--- config.mk ---
export PLATFORM = sky130hd
export DESIGN_NAME = bounded_deque_unit
export DESIGN_NICKNAME = d
export VERILOG_FILES = /design/src/hw/rtl/bdq_pkg.sv /design/src/hw/rtl/bdq_controller.sv /design/src/hw/rtl/bdq_datapath.sv /design/src/hw/rtl/bounded_deque_unit.sv
export SDC_FILE = /design/constraint.sdc
export NUM_CORES = 1
export LEC_CHECK = 0
export ABC_CLOCK_PERIOD_IN_PS = 8450
export CORE_AREA = 2 2 199 201
export DETAILED_ROUTE_END_ITERATION = 16
export DIE_AREA = 0 0 201 203
export DONT_BUFFER_PORTS = 1
export PLACE_DENSITY = 0.89
export SLEW_MARGIN = 20
export SYNTH_ARGS = -nofsm -noshare
export SYNTH_HDL_FRONTEND = slang
export SYNTH_SLANG_ARGS = --single-unit
export TNS_END_PERCENT = 10
--- constraint.sdc ---
create_clock -name clock -period 8.45 [get_ports clock]
set_input_delay 2.1125 -clock clock [delete_from_list [all_inputs] [get_ports clock]]
set_output_delay 2.1125 -clock clock [all_outputs]
set_load 0.02 [all_outputs]
--- src/hw/rtl/bdq_pkg.sv ---
// Shared constants, codes and control types of the bounded deque.
package bdq_pkg;

   localparam int DefaultDepth = 16;
   localparam int DataWidth    = 32;
   localparam int OpWidth      = 2;
   localparam int StatusWidth  = 2;

   localparam logic [OpWidth-1:0] OP_PUSH_BACK  = 2'd0;
   localparam logic [OpWidth-1:0] OP_PUSH_FRONT = 2'd1;
   localparam logic [OpWidth-1:0] OP_POP_FRONT  = 2'd2;
   localparam logic [OpWidth-1:0] OP_POP_BACK   = 2'd3;

   localparam logic [StatusWidth-1:0] ST_OK    = 2'd0;
   localparam logic [StatusWidth-1:0] ST_EMPTY = 2'd1;
   localparam logic [StatusWidth-1:0] ST_FULL  = 2'd2;

   // Word returned by a pop on an empty queue.
   localparam logic signed [DataWidth-1:0] EmptyPopValue = -32'sd1;

   typedef struct packed {
      logic capture;   // latch the incoming command word
      logic execute;   // access the ring and update the pointers
   } ctrl_cmd_type;

endpackage

--- src/hw/rtl/bdq_controller.sv ---
// Sequencer of the bounded deque: accept, execute, respond.
module bdq_controller (
   input  logic                  clock,
   input  logic                  reset,
   input  logic                  start,
   output logic                  busy,
   output logic                  rsp_valid,
   output bdq_pkg::ctrl_cmd_type cmd
);

   localparam logic [1:0] S_IDLE = 2'd0;
   localparam logic [1:0] S_EXEC = 2'd1;
   localparam logic [1:0] S_RESP = 2'd2;

   logic [1:0] state_ff;
   logic [1:0] state_in;
   logic       accept;

   assign busy        = (state_ff == S_EXEC);
   assign accept      = start & ~busy;
   assign rsp_valid   = (state_ff == S_RESP);
   assign cmd.capture = accept;
   assign cmd.execute = busy;

   always_comb begin
      state_in = state_ff;
      unique case (state_ff)
         S_IDLE:  state_in = accept ? S_EXEC : S_IDLE;
         S_EXEC:  state_in = S_RESP;
         S_RESP:  state_in = accept ? S_EXEC : S_IDLE;
         default: state_in = S_IDLE;
      endcase
   end

   always_ff @(posedge clock) begin
      if (reset) begin
         state_ff <= S_IDLE;
      end else begin
         state_ff <= state_in;
      end
   end

endmodule

--- src/hw/rtl/bdq_datapath.sv ---
// Ring memory, front pointer and item count of the bounded deque.
module bdq_datapath #(
   parameter int DEPTH = bdq_pkg::DefaultDepth
) (
   input  logic                                     clock,
   input  logic                                     reset,
   input  bdq_pkg::ctrl_cmd_type                    cmd,
   input  logic        [bdq_pkg::OpWidth-1:0]       req_opcode,
   input  logic signed [bdq_pkg::DataWidth-1:0]     req_push_value,
   output logic signed [bdq_pkg::DataWidth-1:0]     rsp_pop_value,
   output logic        [bdq_pkg::StatusWidth-1:0]   rsp_status,
   output logic        [$clog2(DEPTH+1)-1:0]        rsp_item_count
);

   localparam int IdxW = $clog2(DEPTH);
   localparam int CntW = $clog2(DEPTH + 1);
   localparam int SumW = CntW + 1;
   localparam logic [IdxW-1:0] LastSlot = IdxW'(DEPTH - 1);
   localparam logic [CntW-1:0] DepthCnt = CntW'(DEPTH);
   localparam logic [SumW-1:0] DepthSum = SumW'(DEPTH);

   logic [bdq_pkg::DataWidth-1:0] ring_ff [DEPTH];
   logic [bdq_pkg::DataWidth-1:0] rd_ff;

   logic [bdq_pkg::OpWidth-1:0]   op_ff;
   logic [bdq_pkg::DataWidth-1:0] value_ff;
   logic [IdxW-1:0]               front_ff, front_in;
   logic [CntW-1:0]               count_ff, count_in;
   logic [bdq_pkg::StatusWidth-1:0] status_ff, status_in;
   logic                          is_pop_ff;

   logic            is_push, full, empty;
   logic [SumW-1:0] sum_raw;
   logic [IdxW-1:0] tail_slot, last_slot, front_dec, front_inc, addr;
   logic            wr_en;

   assign is_push = ~op_ff[1];
   assign full    = (count_ff == DepthCnt);
   assign empty   = (count_ff == '0);

   // Slot after the back item; the sum stays below twice the depth.
   assign sum_raw   = SumW'(front_ff) + SumW'(count_ff);
   assign tail_slot = (sum_raw >= DepthSum) ? IdxW'(sum_raw - DepthSum) : IdxW'(sum_raw);
   assign last_slot = (tail_slot == '0) ? LastSlot : tail_slot - 1'b1;
   assign front_dec = (front_ff == '0) ? LastSlot : front_ff - 1'b1;
   assign front_inc = (front_ff == LastSlot) ? '0 : front_ff + 1'b1;

   always_comb begin
      addr      = front_ff;
      front_in  = front_ff;
      count_in  = count_ff;
      status_in = bdq_pkg::ST_OK;
      unique case (op_ff)
         bdq_pkg::OP_PUSH_BACK: begin
            addr = tail_slot;
            if (full) begin
               status_in = bdq_pkg::ST_FULL;
            end else begin
               count_in = count_ff + 1'b1;
            end
         end
         bdq_pkg::OP_PUSH_FRONT: begin
            addr = front_dec;
            if (full) begin
               status_in = bdq_pkg::ST_FULL;
            end else begin
               front_in = front_dec;
               count_in = count_ff + 1'b1;
            end
         end
         bdq_pkg::OP_POP_FRONT: begin
            addr = front_ff;
            if (empty) begin
               status_in = bdq_pkg::ST_EMPTY;
            end else begin
               front_in = front_inc;
               count_in = count_ff - 1'b1;
            end
         end
         bdq_pkg::OP_POP_BACK: begin
            addr = last_slot;
            if (empty) begin
               status_in = bdq_pkg::ST_EMPTY;
            end else begin
               count_in = count_ff - 1'b1;
            end
         end
         default: addr = front_ff;
      endcase
   end

   assign wr_en = cmd.execute & is_push & ~full;

   always_ff @(posedge clock) begin
      if (wr_en) begin
         ring_ff[addr] <= value_ff;
      end
      if (cmd.execute) begin
         rd_ff <= ring_ff[addr];
      end
   end

   always_ff @(posedge clock) begin
      if (cmd.capture) begin
         op_ff    <= req_opcode;
         value_ff <= req_push_value;
      end
      if (cmd.execute) begin
         status_ff <= status_in;
         is_pop_ff <= ~is_push;
      end
   end

   always_ff @(posedge clock) begin
      if (reset) begin
         front_ff <= '0;
         count_ff <= '0;
      end else if (cmd.execute) begin
         front_ff <= front_in;
         count_ff <= count_in;
      end
   end

   always_comb begin
      if (!is_pop_ff) begin
         rsp_pop_value = '0;
      end else if (status_ff == bdq_pkg::ST_EMPTY) begin
         rsp_pop_value = bdq_pkg::EmptyPopValue;
      end else begin
         rsp_pop_value = rd_ff;
      end
   end

   assign rsp_status     = status_ff;
   assign rsp_item_count = count_ff;

endmodule

--- src/hw/rtl/bounded_deque_unit.sv ---
// Top level of the bounded deque: a double-ended queue of signed words in a ring memory.
// The block holds up to DEPTH signed 32-bit words and takes one command word at a time:
// push at back, push at front, pop from front or pop from back. A command is taken at
// a rising edge where start is high and busy is low. In the execute cycle the ring
// memory is read or written at one slot (its read data is registered) and the front
// pointer and count are updated, and in the response cycle the result word is shown
// for exactly one cycle with rsp_valid high. busy is high only in the execute cycle,
// so a new command may be given in the response cycle, while the last result is
// shown. The receiver cannot hold results off; it must take each result word in the
// cycle it is shown. A pop returns the removed word, a pop on an empty queue
// returns -1 with the empty status, and a push on a full queue is dropped with the
// full status and returns 0, as every push does. Every result carries the number
// of words held after the command. Reset clears only the sequencer state, the
// pointer and the count; the memory needs no clearing pass because the read data
// of a slot is shown only after a push has written it.
module bounded_deque_unit #(
   parameter int DEPTH = bdq_pkg::DefaultDepth
) (
   input  logic                                   clock,
   input  logic                                   reset,
   input  logic                                   start,
   output logic                                   busy,
   input  logic        [bdq_pkg::OpWidth-1:0]     req_opcode,
   input  logic signed [bdq_pkg::DataWidth-1:0]   req_push_value,
   output logic                                   rsp_valid,
   output logic signed [bdq_pkg::DataWidth-1:0]   rsp_pop_value,
   output logic        [bdq_pkg::StatusWidth-1:0] rsp_status,
   output logic        [$clog2(DEPTH+1)-1:0]      rsp_item_count
);

   // Commands from the sequencer to the datapath.
   bdq_pkg::ctrl_cmd_type cmd;

   bdq_controller u_controller (
      .clock     (clock),
      .reset     (reset),
      .start     (start),
      .busy      (busy),
      .rsp_valid (rsp_valid),
      .cmd       (cmd)
   );

   bdq_datapath #(
      .DEPTH (DEPTH)
   ) u_datapath (
      .clock          (clock),
      .reset          (reset),
      .cmd            (cmd),
      .req_opcode     (req_opcode),
      .req_push_value (req_push_value),
      .rsp_pop_value  (rsp_pop_value),
      .rsp_status     (rsp_status),
      .rsp_item_count (rsp_item_count)
   );

endmodule

==> summary by stage <==
Yosys
The post-synthesis register bit count is 592. In the synthesized netlist the dominant register cell turns out to be edfxtp_1. The number of enable-type register cells in the synthesized netlist is 581.

After synthesis, the share of flip-flops with an asynchronous set or reset is 0%. The unique cell type count in the Yosys netlist is 50. The cell area that synthesis handed to floorplanning was 24200 µm². The synthesized area per cell is 18.0 µm². The post-synthesis instance total is 1344. During synthesis, Yosys emitted a total of 0 warnings. Of the synthesized area, sequential elements account for 73.0%. The synthesized netlist net count is 1397.

Worst setup path
The cell family contributing the most delay on the critical path is buffers and inverters. The endpoint required time on the critical path is 8760 ps. Traced cell by cell, the critical path runs through ha_1, fa_1, inv_1, ha_1, nand2b_1, a31oi_4, buf_4, buf_4, mux2i_1, mux2i_1, mux2i_1, mux2i_1. The worst-path maximum fanout is 56. The worst flop-to-flop path startpoint is u_datapath.rsp_item_count[0]. The launching element type of the critical path is a flip-flop. The delay of the slowest cell on the worst path is 870 ps. In this run the critical register-to-register path is captured at u_datapath.rd_ff[19]. The setup check on the worst reg-to-reg path leaves a slack of 3700 ps. The critical path starts at u_datapath.rsp_item_count[0]. The worst setup path category is flip-flop to flip-flop. The library cell appearing most often on the critical path is mux2i_1. The arrival time at the worst endpoint is 5070 ps. The number of cells on the critical path is 12. The highest-delay cell along the critical path is buf_4.

The nature of the critical path endpoint is a flip-flop. The worst setup path endpoint is u_datapath.rd_ff[19]. The number of buffers and inverters on the critical path is 3. The cell count of the worst reg-to-reg path is 12.

Hold path
The path class of the tightest hold or removal check is flip-flop to flip-flop. The launch point of the worst hold path is u_controller.state_ff[0]. The cell depth of the worst min-delay path is 1.

Clock network
In this run the post-CTS setup repair buffer count came out at 0. The number of sinks handled by clock tree synthesis is 592. In this run, post-CTS hold repair placed 0 buffers. The clock root buffer master is clkbuf_16.

TritonCTS built the clock tree. No sink is reached through more buffers than the 3 on the longest clock path. The post-CTS resize count is 0.

After clock tree synthesis, the clock-pin slew on the worst setup and hold paths is 60 ps. The H-tree was split into 2 levels. Clock tree synthesis inserted a total of 56 buffers.

For the worst-skew pair, the clock arrives at the later sink with an insertion delay of 630 ps.

Finish
The area growth from synthesis to layout is 9.67%. The footprint of the flip-flops and latches is 17700 µm². The number of nets in the finished design is 1412. The area used by multi-input combinational logic is 6150 µm². The library cells used most frequently in the layout, excluding fill and tap cells, are 581 x edfxtp_1, 467 x mux2i_1, 57 x clkbuf_16. After filler insertion, the fill cell instance count of the layout stands at 2317. The share of cells above drive strength 1 is 9.82%. The most common cell after layout, fill and taps aside is edfxtp_1.

Global route
The number of global-route vias before repair is 12200. The pin count of the biggest net entering global routing is 128. The initial antenna violation count is 2.

The first global-routing pass estimated 72200 µm of wire. For this run, the total global-route usage over all layers was measured as 23.7%. The total grt overflow is 0.

STA
Setup repair after global routing left no endpoint under its margin. For the final database, setup skew stands at 26.9 ps. The smallest clock period supported by the final layout is computed as 4750 ps.

Adding up every negative setup slack in the final design gives 0 ps. Setup violations remaining at the end of the flow were counted as 0. For this run, the top clock speed supported by timing is 0.210 GHz. The count of final hold-check violations is 0. In the finished design, the share of the clock period the worst path needs comes to 56.3%.

The count of pins over their slew limit was 0. For the pin with the worst max-slew slack, the measured transition is 1090 ps. The final worst slack is 3700 ps. The worst pin sits at a relative slew slack of 27.3%.

Die
The overall die area is 40800 µm². The x dimension of the die is 201 µm. From bottom edge to top edge, the die measures 203 µm.

After floorplanning, the core was divided into 72 placement rows. In this run the count of I/O pins placed on the die edge is 78. The starting density of the core is 62.9%. In this run the standard cell core region covers 38500 µm².

Place
OpenSTA, run right after detailed placement, puts the worst setup slack at 3800 ps. The HPWL after detailed placement is 25800 µm. The count of buffers from port buffering is 0. The congestion estimate from routability-driven global placement came to 0.790.

Power and ir drop
The power density of the placed cells is 249 nW/µm². For this design the static power due to leakage is 9.46 nW. The peak ir drop on the vdd network is 0.151 mV.

Detailed routing
Dividing the detail-routed via count by the number of cells gives 6.23. The first detailed-routing pass ran for 6 iterations. For this run, design rule violations remaining after detail routing come to 0. Summing over every cut layer, the via total after detailed routing is 12000.

In this run the remaining antenna-violating nets after routing total 0. After detailed routing, the total wire length is 48200 µm. After detailed routing, the average wire length per cell comes to 25.1 µm. The first routing iteration left 873 violations.

Flow run
The number of max-cap violations is 0.

Outcome
The flow ran to the end, and the final reports show no timing, DRC or antenna violations.
cell type report:
| class | instances | share of cell area, % |
|---|---|---|
| Clock buffer | 66 | 5.50 |
| Sequential cell | 592 | 66.6 |
| Antenna cell | 1 | 0.00943 |
| Multi-Input combinational cell | 662 | 23.2 |
| Tap cell | 518 | 2.44 |
| Inverter | 18 | 0.255 |
| Timing Repair Buffer | 29 | 0.943 |
| Clock inverter | 39 | 1.13 |
cells by family (layout without fill, tap and decap cells):
| group | count (synthesis) | count (layout) | synth area share [%] |
|---|---|---|---|
| AO/OA/AOI/OAI | 87 | 87 | 2.68 |
| AND/OR/NAND/NOR | 84 | 84 | 1.80 |
| other | 0 | 1 | 0 |
| XOR/XNOR | 7 | 7 | 0.284 |
| multiplexers | 468 | 468 | 19.4 |
| flip-flops | 592 | 592 | 73.0 |
| buffers and inverters | 90 | 152 | 1.98 |
| adder cells (fa/ha/maj) | 16 | 16 | 0.889 |
through the flow:
step | hold WS [ps] | instances | power, mW | util [%] | area (µm²)
3_5_place_dp | 433 | 1818 | 4.23 | 64.3 | 24800
3_3_place_gp | 426 | 1818 | 4.19 | 64.3 | 24800
6_report | 441 | 1925 | 6.60 | 69.0 | 26500
5_1_grt | 485 | 1925 | 6.79 | 69.0 | 26500
4_1_cts | 441 | 1923 | 6.63 | 68.9 | 26500
2_1_floorplan | 418 | 1344 | 4.06 | - | 24200
Yosys cell counts (2+ instances only):
library cell / count / area [µm²]
nand2_1: 17 / 63.8
o21a_1: 33 / 248
or4_1: 2 / 15.0
clkbuf_1: 14 / 52.6
a21oi_1: 15 / 75.1
edfxtp_1: 581 / 17400
buf_6: 5 / 56.3
a211oi_1: 6 / 45.0
nor2b_1: 6 / 37.5
nor2_1: 20 / 75.1
buf_4: 15 / 113
a311oi_1: 4 / 35.0
xor2_1: 2 / 17.5
ha_1: 14 / 175
nor4_1: 9 / 56.3
o211ai_1: 4 / 30.0
and2_1: 4 / 25.0
xnor2_1: 4 / 35.0
o31ai_1: 3 / 22.5
o21ai_0: 4 / 20.0
nor3_1: 3 / 15.0
fa_1: 2 / 40.0
a31oi_1: 4 / 25.0
buf_2: 38 / 190
inv_1: 18 / 67.6
and3_1: 11 / 68.8
dfxtp_1: 11 / 220
nand2b_1: 6 / 37.5
mux2i_1: 467 / 4670
a311o_1: 2 / 20.0
per-layer routing:
metal  vias to the layer above  track usage, %  routed length, µm
met4                         2            9.71               1670
met2                       501            40.2              24200
met3                       127            5.36               3460
li1                       5301               -                  -
met5                         -               0                 13
met1                      6070            29.9              18900
sequential cells by signal, summed over array words and instances, names as in the netlist:
register                   flops
u_controller.state_ff          2
u_datapath.front_ff            4
u_datapath.is_pop_ff           1
u_datapath.op_ff               2
u_datapath.rd_ff              32
u_datapath.ring_ff           512
u_datapath.rsp_item_count      5
u_datapath.rsp_status          2
u_datapath.value_ff           32
report_power, final:
part	internal, mW	leakage (nW)	switching, mW
sequential	3.30	5.35	0.0594
clock	1.36	0.864	1.07
combinational	0.342	3.25	0.479
how the worst min path moves through the flow:
| stage | end | slack, ps |
|---|---|---|
| floorplan | u_controller.state_ff[0] | 420 |
| global placement | u_controller.state_ff[0] | 430 |
| detailed placement | u_controller.state_ff[0] | 430 |
| CTS | u_controller.state_ff[0] | 440 |
| global route | u_controller.state_ff[0] | 480 |
| finish | u_controller.state_ff[0] | 440 |
Note: power is estimated with default switching activity, not from simulation.
